[config.mk]
export PLATFORM = sky130hd
export DESIGN_NAME = integer_field_formatter
export DESIGN_NICKNAME = d
export VERILOG_FILES = /design/src/rtl/core/iff_pkg.sv /design/src/rtl/core/iff_dabble.sv /design/src/rtl/core/iff_emit.sv /design/src/rtl/core/integer_field_formatter.sv
export VERILOG_INCLUDE_DIRS = /design/src /design/src/rtl/core
export SDC_FILE = /design/constraint.sdc
export NUM_CORES = 1
export LEC_CHECK = 0
export BUFFER_PORTS_ARGS = -buffer_cell sky130_fd_sc_hd__buf_4
export CORE_MARGIN = 5
export CORE_UTILIZATION = 45
export CTS_BUF_LIST = sky130_fd_sc_hd__clkbuf_8
export DETAILED_ROUTE_END_ITERATION = 16
export GPL_TIMING_DRIVEN = 0
export PLACE_DENSITY = 0.65
export SYNTH_ARGS = -nofsm -noshare
export SYNTH_HDL_FRONTEND = slang
export SYNTH_SLANG_ARGS = --single-unit
[constraint.sdc]
create_clock -name aclk -period 4.5 [get_ports aclk]
set_input_delay 0.225 -clock aclk [delete_from_list [all_inputs] [get_ports aclk]]
set_output_delay 0.225 -clock aclk [all_outputs]
set_load 0.03 [all_outputs]
[src/rtl/core/integer_field_formatter_macros.svh]
// Assertion macros for the integer field formatter RTL, used by iff_emit.
// Requires aclk and aresetn in the scope of the module that uses them.
`ifndef INTEGER_FIELD_FORMATTER_MACROS_SVH
`define INTEGER_FIELD_FORMATTER_MACROS_SVH

// Check cons in the same cycle as ante.
`define IFF_ASSERT_SAME(lbl, ante, cons, msg) \
    lbl: assert property (@(posedge aclk) disable iff (!aresetn) (ante) |-> (cons)) \
        else $error(msg);

// Check cons in the cycle after ante.
`define IFF_ASSERT_NEXT(lbl, ante, cons, msg) \
    lbl: assert property (@(posedge aclk) disable iff (!aresetn) (ante) |=> (cons)) \
        else $error(msg);

`endif

[src/rtl/core/iff_pkg.sv]
// Package for the integer field formatter: mode codes, ASCII constants,
// the emitter load record and the digit-to-character function. No dependencies.
package iff_pkg;

    localparam int VALUE_W       = 32;
    localparam int FW_W          = 6;
    localparam int DEF_MAX_WIDTH = 32;
    localparam int BCD_DIGITS    = 10;
    localparam int HEX_DIGITS    = 8;
    localparam int DIG_W         = 4 * BCD_DIGITS;
    localparam int NDIG_W        = 4;

    typedef enum logic [2:0] {
        MODE_SDEC = 3'd0,
        MODE_UDEC = 3'd1,
        MODE_HEXL = 3'd2,
        MODE_HEXU = 3'd3,
        MODE_CHAR = 3'd4,
        MODE_PCT  = 3'd5,
        MODE_PTR  = 3'd6,
        MODE_UNK  = 3'd7
    } iff_mode_t;

    localparam logic [7:0] CHAR_ZERO  = 8'h30;
    localparam logic [7:0] CHAR_LA    = 8'h61;
    localparam logic [7:0] CHAR_UA    = 8'h41;
    localparam logic [7:0] CHAR_MINUS = 8'h2d;
    localparam logic [7:0] CHAR_X     = 8'h78;
    localparam logic [7:0] CHAR_PCT   = 8'h25;
    localparam logic [7:0] CHAR_SPACE = 8'h20;

    typedef struct packed {
        logic [15:0]        pfx;
        logic [1:0]         pfx_len;
        logic [DIG_W-1:0]   digits;
        logic [NDIG_W-1:0]  ndig;
        logic               upper;
    } iff_load_t;

    function automatic logic [7:0] digit_char(input logic [3:0] d, input logic upper);
        logic [7:0] base;
        if (d < 4'd10) begin
            return CHAR_ZERO + {4'h0, d};
        end
        base = upper ? CHAR_UA : CHAR_LA;
        return base + {4'h0, d} - 8'd10;
    endfunction

endpackage

[src/rtl/core/iff_dabble.sv]
// Bit-serial binary to BCD converter (shift and add 3), one bit per cycle.
// Depends on iff_pkg.
module iff_dabble import iff_pkg::*; (
    input  logic               aclk,
    input  logic               aresetn,
    input  logic               start,
    input  logic [VALUE_W-1:0] mag,
    output logic               done,
    output logic [DIG_W-1:0]   bcd
);

    localparam int CNT_W = $clog2(VALUE_W);
    localparam logic [CNT_W-1:0] CNT_LAST = CNT_W'(VALUE_W - 1);

    logic               busy_reg;
    logic               done_reg;
    logic [CNT_W-1:0]   cnt_reg;
    logic [VALUE_W-1:0] bin_reg;
    logic [DIG_W-1:0]   bcd_reg;
    logic [DIG_W-1:0]   adj;

    always_comb begin
        adj = bcd_reg;
        for (int i = 0; i < BCD_DIGITS; i++) begin
            if (bcd_reg[4*i +: 4] >= 4'd5) begin
                adj[4*i +: 4] = bcd_reg[4*i +: 4] + 4'd3;
            end
        end
    end

    always_ff @(posedge aclk) begin
        if (!aresetn) begin
            busy_reg <= 1'b0;
            done_reg <= 1'b0;
            cnt_reg  <= '0;
        end else begin
            done_reg <= busy_reg && (cnt_reg == CNT_LAST);
            if (start) begin
                busy_reg <= 1'b1;
                cnt_reg  <= '0;
            end else if (busy_reg) begin
                cnt_reg <= cnt_reg + CNT_W'(1);
                if (cnt_reg == CNT_LAST) begin
                    busy_reg <= 1'b0;
                end
            end
        end
    end

    always_ff @(posedge aclk) begin
        if (start) begin
            bin_reg <= mag;
            bcd_reg <= '0;
        end else if (busy_reg) begin
            bin_reg <= {bin_reg[VALUE_W-2:0], 1'b0};
            bcd_reg <= {adj[DIG_W-2:0], bin_reg[VALUE_W-1]};
        end
    end

    assign done = done_reg;
    assign bcd  = bcd_reg;

endmodule

[src/rtl/core/iff_emit.sv]
// Character emitter: drops leading zero digits, pads, then shifts out prefix
// and digits one character per cycle, unless m_ready stalls, into the output register. Depends on iff_pkg.
`include "integer_field_formatter_macros.svh"
module iff_emit import iff_pkg::*; #(
    parameter int MAX_WIDTH = DEF_MAX_WIDTH,
    parameter int WW        = $clog2(MAX_WIDTH + 1)
) (
    input  logic          aclk,
    input  logic          aresetn,
    input  logic          ld_valid,
    input  iff_load_t     ld,
    input  logic [WW-1:0] ld_width,
    output logic          done,
    output logic          m_valid,
    input  logic          m_ready,
    output logic [7:0]    m_out_char,
    output logic          m_last
);

    localparam int CW = WW + 1;

    typedef enum logic [2:0] {
        E_IDLE = 3'b001,
        E_NORM = 3'b010,
        E_EMIT = 3'b100
    } emit_state_t;

    emit_state_t        state_reg;
    logic [15:0]        pfx_reg;
    logic [1:0]         pfx_cnt_reg;
    logic [DIG_W-1:0]   dig_reg;
    logic [NDIG_W-1:0]  dig_cnt_reg;
    logic               upper_reg;
    logic [WW-1:0]      width_reg;
    logic [CW-1:0]      pad_reg;
    logic [CW-1:0]      rem_reg;
    logic               m_valid_reg;
    logic [7:0]         m_char_reg;
    logic               m_last_reg;

    logic               out_load;
    logic               strip;
    logic [CW-1:0]      len;
    logic [CW-1:0]      wid;
    logic [CW-1:0]      pad_next;
    logic [7:0]         char_next;

    assign out_load = (state_reg == E_EMIT) && (!m_valid_reg || m_ready);
    assign strip    = (dig_cnt_reg > NDIG_W'(1)) && (dig_reg[DIG_W-1 -: 4] == 4'h0);
    assign len      = CW'(pfx_cnt_reg) + CW'(dig_cnt_reg);
    assign wid      = CW'(width_reg);
    assign pad_next = (wid > len) ? (wid - len) : '0;
    assign done     = out_load && (rem_reg == CW'(1));

    always_comb begin
        if (pad_reg != '0) begin
            char_next = CHAR_SPACE;
        end else if (pfx_cnt_reg != 2'd0) begin
            char_next = pfx_reg[15:8];
        end else begin
            char_next = digit_char(dig_reg[DIG_W-1 -: 4], upper_reg);
        end
    end

    always_ff @(posedge aclk) begin
        if (!aresetn) begin
            state_reg   <= E_IDLE;
            m_valid_reg <= 1'b0;
        end else begin
            if (out_load) begin
                m_valid_reg <= 1'b1;
            end else if (m_ready) begin
                m_valid_reg <= 1'b0;
            end
            case (state_reg)
                E_IDLE: begin
                    if (ld_valid) begin
                        state_reg <= E_NORM;
                    end
                end
                E_NORM: begin
                    if (!strip) begin
                        state_reg <= E_EMIT;
                    end
                end
                E_EMIT: begin
                    if (done) begin
                        state_reg <= E_IDLE;
                    end
                end
                default: begin
                    state_reg <= E_IDLE;
                end
            endcase
        end
    end

    always_ff @(posedge aclk) begin
        if (state_reg == E_IDLE && ld_valid) begin
            pfx_reg     <= ld.pfx;
            pfx_cnt_reg <= ld.pfx_len;
            dig_reg     <= ld.digits;
            dig_cnt_reg <= ld.ndig;
            upper_reg   <= ld.upper;
            width_reg   <= ld_width;
        end else if (state_reg == E_NORM) begin
            if (strip) begin
                dig_reg     <= {dig_reg[DIG_W-5:0], 4'h0};
                dig_cnt_reg <= dig_cnt_reg - NDIG_W'(1);
            end else begin
                pad_reg <= pad_next;
                rem_reg <= pad_next + len;
            end
        end else if (out_load) begin
            m_char_reg <= char_next;
            m_last_reg <= (rem_reg == CW'(1));
            rem_reg    <= rem_reg - CW'(1);
            if (pad_reg != '0) begin
                pad_reg <= pad_reg - CW'(1);
            end else if (pfx_cnt_reg != 2'd0) begin
                pfx_reg     <= {pfx_reg[7:0], 8'h00};
                pfx_cnt_reg <= pfx_cnt_reg - 2'd1;
            end else begin
                dig_reg     <= {dig_reg[DIG_W-5:0], 4'h0};
                dig_cnt_reg <= dig_cnt_reg - NDIG_W'(1);
            end
        end
    end

    assign m_valid    = m_valid_reg;
    assign m_out_char = m_char_reg;
    assign m_last     = m_last_reg;

    `IFF_ASSERT_SAME(a_emit_rem, state_reg == E_EMIT, rem_reg != '0, "emit with no characters left")
    `IFF_ASSERT_SAME(a_load_idle, ld_valid, state_reg == E_IDLE, "load while emitter busy")
    `IFF_ASSERT_NEXT(a_last_idle, done, (state_reg == E_IDLE) && m_valid && m_last, "final character not flagged")

endmodule

[src/rtl/core/integer_field_formatter.sv]
// Top level of the integer field formatter: input capture, mode decode and sequencing.
// Depends on iff_pkg, iff_dabble and iff_emit.
//
//   channel | ports                                             | direction
//   input   | s_valid s_ready s_action s_value s_field_width s_spec_char | in
//   result  | m_valid m_ready m_out_char m_last                 | out
//
// One transaction in at a time; s_ready is high only while the sequencer is idle.
// Decimal: input capture, binary-to-BCD conversion and handoff, then per-digit zero strip
// (up to 9 digits), a setup step and emission of one character per cycle unless stalled.
// Hex and pointer skip the converter (zero strip up to 7 digits); other modes have no digits to strip.
// Reset is synchronous, active low, and clears the sequencer and output valid.
// A stalled m_ready holds the output register and stops character emission.
module integer_field_formatter import iff_pkg::*; #(
    parameter int MAX_WIDTH = DEF_MAX_WIDTH
) (
    input  logic               aclk,
    input  logic               aresetn,
    input  logic               s_valid,
    output logic               s_ready,
    input  logic [2:0]         s_action,
    input  logic [VALUE_W-1:0] s_value,
    input  logic [FW_W-1:0]    s_field_width,
    input  logic [7:0]         s_spec_char,
    output logic               m_valid,
    input  logic               m_ready,
    output logic [7:0]         m_out_char,
    output logic               m_last
);

    localparam int WW = $clog2(MAX_WIDTH + 1);

    typedef enum logic [2:0] {
        ST_IDLE = 3'b001,
        ST_CONV = 3'b010,
        ST_EMIT = 3'b100
    } top_state_t;

    top_state_t         state_reg;
    iff_load_t          pend_reg;
    logic [WW-1:0]      width_reg;

    iff_mode_t          mode;
    logic               accept;
    logic               neg;
    logic               is_dec;
    logic [WW-1:0]      width_sat;
    logic [VALUE_W-1:0] mag;
    iff_load_t          ld_direct;
    iff_load_t          ld;
    logic [WW-1:0]      ld_width;
    logic               ld_valid;
    logic               dab_done;
    logic [DIG_W-1:0]   dab_bcd;
    logic               emit_done;

    assign s_ready   = (state_reg == ST_IDLE);
    assign accept    = s_valid && s_ready;
    assign mode      = iff_mode_t'(s_action);
    assign neg       = s_value[VALUE_W-1];
    assign is_dec    = mode inside {MODE_SDEC, MODE_UDEC};
    assign mag       = (mode == MODE_SDEC && neg) ? (VALUE_W'(0) - s_value) : s_value;
    assign width_sat = (int'(s_field_width) > MAX_WIDTH) ? WW'(MAX_WIDTH) : WW'(s_field_width);

    always_comb begin
        ld_direct         = '0;
        ld_direct.digits  = {s_value, 8'h00};
        case (mode)
            MODE_SDEC: begin
                ld_direct.pfx     = {CHAR_MINUS, 8'h00};
                ld_direct.pfx_len = neg ? 2'd1 : 2'd0;
            end
            MODE_UDEC: begin
                ld_direct.pfx_len = 2'd0;
            end
            MODE_HEXL: begin
                ld_direct.ndig = NDIG_W'(HEX_DIGITS);
            end
            MODE_HEXU: begin
                ld_direct.ndig  = NDIG_W'(HEX_DIGITS);
                ld_direct.upper = 1'b1;
            end
            MODE_CHAR: begin
                ld_direct.pfx     = {s_value[7:0], 8'h00};
                ld_direct.pfx_len = 2'd1;
            end
            MODE_PCT: begin
                ld_direct.pfx     = {CHAR_PCT, 8'h00};
                ld_direct.pfx_len = 2'd1;
            end
            MODE_PTR: begin
                ld_direct.pfx     = {CHAR_ZERO, CHAR_X};
                ld_direct.pfx_len = 2'd2;
                ld_direct.ndig    = NDIG_W'(HEX_DIGITS);
            end
            default: begin
                ld_direct.pfx     = {CHAR_PCT, s_spec_char};
                ld_direct.pfx_len = 2'd2;
            end
        endcase
    end

    always_comb begin
        if (state_reg == ST_CONV) begin
            ld        = pend_reg;
            ld.digits = dab_bcd;
            ld.ndig   = NDIG_W'(BCD_DIGITS);
            ld_width  = width_reg;
            ld_valid  = dab_done;
        end else begin
            ld        = ld_direct;
            ld_width  = width_sat;
            ld_valid  = accept && !is_dec;
        end
    end

    always_ff @(posedge aclk) begin
        if (!aresetn) begin
            state_reg <= ST_IDLE;
        end else begin
            case (state_reg)
                ST_IDLE: begin
                    if (accept) begin
                        state_reg <= is_dec ? ST_CONV : ST_EMIT;
                    end
                end
                ST_CONV: begin
                    if (dab_done) begin
                        state_reg <= ST_EMIT;
                    end
                end
                ST_EMIT: begin
                    if (emit_done) begin
                        state_reg <= ST_IDLE;
                    end
                end
                default: begin
                    state_reg <= ST_IDLE;
                end
            endcase
        end
    end

    always_ff @(posedge aclk) begin
        if (accept) begin
            pend_reg  <= ld_direct;
            width_reg <= width_sat;
        end
    end

    iff_dabble u_dabble (
        .aclk    (aclk),
        .aresetn (aresetn),
        .start   (accept && is_dec),
        .mag     (mag),
        .done    (dab_done),
        .bcd     (dab_bcd)
    );

    iff_emit #(
        .MAX_WIDTH (MAX_WIDTH),
        .WW        (WW)
    ) u_emit (
        .aclk       (aclk),
        .aresetn    (aresetn),
        .ld_valid   (ld_valid),
        .ld         (ld),
        .ld_width   (ld_width),
        .done       (emit_done),
        .m_valid    (m_valid),
        .m_ready    (m_ready),
        .m_out_char (m_out_char),
        .m_last     (m_last)
    );

endmodule

==> metrics.txt <==
leading area contributor after synthesis edfxtp_1; later-pin clock latency in the skew report 0.53 ns; Nets 1329; Worst Tran Pin Value 1.03 ns; post-synthesis register bit count 203; Max Cap Viol 0; clk_skew 0.0264 ns; nature of the critical path endpoint flip-flop; Hold WC Path Type in -> reg; CTS H-Tree Depth 2; Synth Area per Inst 9.74 µm²; Initial DRT Pass Iterations 5; WL final 26.7 mm; post-synth top area share 40.7%; antenna cell count 0; number of top-level pins 64; syn_nets 1227; pin count of the biggest net entering global routing 33; TritonCTS Buffers 36; layout cells sized above 1 11.2%; Synth Instances 1128; die width 166 µm; routed vias/inst 5.38; number of synthesized flops with an enable pin 149; RSZ-0062 raised after global routing false; CTS Hold Buffers Added 0; GRT Overall Usage 19.0%; Tcrit/Tclk final 94.5%; first-pass GRT wire length 43.2 mm; clk slew on worst S/H paths 0.06 ns; Bufs on Longest Clock Path 3; Layout Utilization 52.3%; most numerous cell in the Yosys netlist nand2_1; fin. max-slew vios 0; upper clock frequency limit 235 MHz; Row Count 57; CTS Root Cell clkbuf_8; status completed; Wirelength per Cell 16.9 µm; Worst Path Required 4.77 ns; final hold violation count 0; drc violations 0; Ys Warns 0; Min Hold Slack 0.0391 ns; Initial Util 45.4%; Congestion Overflow GR 0; Setup crit start kind flip-flop; Netlist cell types 63; Post-synth top cells nand2_1 (183), edfxtp_1 (149), nor2_1 (118), a21oi_1 (60), dfxtp_1 (54); detailed placement HPWL 19.6 mm; Max VDD drop 0.180 mV; Static Leak 4.88 nW; internal reg-to-reg setup slack 0.25 ns; Post-Syn Area 11000 µm²; worst setup margin 0.246 ns; synthesis-to-layout area growth 15.1%; Top FF cell, synth edfxtp_1; Setup CP Type reg -> reg; CTS Sinks 203; CP Data Arrival Time 4.52 ns; Pwr per Cell Area 435 nW/µm²; vias in the first global route 8150; worst-path fanout max 10; PortBufs 61; core area 24200 µm²; register area share after synthesis 50.6%; Die Span Y 166 µm; Synth async-reset ratio 0%; RePlAce Congestion 0.862; Place WS -0.102 ns; Synth area leaders edfxtp_1 (41%), dfxtp_1 (9.8%), nand2_1 (6.3%); initial antenna violation count 1; DRT antenna net count 0; setup violators final 0; CTS tree done; DRT iter0 DRCs 761; DIE AREA 27600 µm²; vias 8506; Final min period 4.25 ns; worst rel slew slack 30.4%
[area by class of cell]
cell class | count | area, µm²
plain buffers | 57 | 221
clock buffers | 38 | 523
clock inverters | 27 | 165
fillers | 2189 | 11500
inverters | 52 | 195
multi-input cells | 816 | 5060
flip-flops and latches | 203 | 5560
well taps | 324 | 405
repair buffers | 64 | 520
[layer usage]
metal  track usage (%)  routed length [µm]  vias up
met5                 0                  13        -
met4              4.59                 424        2
met3              3.93                1550       35
met2              29.9               12200      214
met1              27.0               12500     4047
li1                  -                   -     4208
[cell usage in the layout, fill, tap and decap left out, drive strengths merged, types with 3 or more instances in the layout]
cell type	count
nand2	183
edfxtp	149
nor2	118
clkbuf	87
o21ai	82
buf	72
inv	67
a21oi	60
dfxtp	54
ha	43
a31oi	40
mux2i	39
xor2	32
xnor2	29
nand2b	21
nand3	19
o31ai	15
a211oi	14
nor3b	13
nor2b	12
and3	10
nor3	9
clkinv	9
o21a	8
nor4	7
o22ai	6
nand4	6
or3	5
a21boi	4
o41ai	4
or2	3
a21o	3
and2	3
or4	3
fa	3
[what timing repair did]
item | 4_1_cts | 5_1_grt
gates resized for setup | 2 | 6
setup endpoints to repair | 1 | 3
setup buffers | 0 | 1
[cells by family (layout without fill, tap and decap cells)]
family          Yosys count  count (layout)  synth area share, %
mux                      41              41                 3.76
buf+inv                 109             238                 3.78
compound gates          248             248                 13.6
xor+xnor                 61              61                 4.86
flops                   203             203                 50.6
fa+ha+maj                46              46                 5.44
simple gates            420             420                 18.0
[report_power, final]
group | switching [mW] | internal [mW]
Clock | 0.751 | 0.898
Sequential | 0.244 | 2.29
Combinational | 0.739 | 0.578
Total | 1.73 | 3.76
[critical path, stage by stage, from the launching register on]
cell	delay, ns
edfxtp_1	0.44
ha_1	0.24
fa_2	0.57
inv_1	0.09
ha_1	0.30
nor2b_1	0.15
o31ai_2	0.26
a21oi_1	0.14
nor2_1	0.15
clkbuf_2	0.25
nor2_1	0.07
ha_1	0.28
a21oi_1	0.22
nor2_1	0.09
a2111oi_1	0.50
xnor2_1	0.17
mux2i_1	0.08
[through the flow]
step / instances / setup TNS (ns) / power (mW) / cell area (µm²)
6_report: 1581 / 0 / 5.50 / 12600
5_1_grt: 1581 / 0 / 5.86 / 12600
4_1_cts: 1580 / 0 / 5.53 / 12600
3_5_place_dp: 1515 / -0.102 / 3.86 / 11900
3_3_place_gp: 1513 / -55.86 / 3.80 / 11800
2_1_floorplan: 1128 / 0 / 3.47 / 11000
[path summary, 6_finish.rpt]
check,from,to,cells past startpoint
min reg2reg,u_dabble.bcd[39],u_dabble.bcd[39],2
min,s_field_width[5],width_reg[3],2
max reg2reg,u_emit.pfx_cnt_reg[0],u_emit.rem_reg[5],16
max,u_emit.pfx_cnt_reg[0],u_emit.rem_reg[5],16
Power figures use the tool's default switching activity.
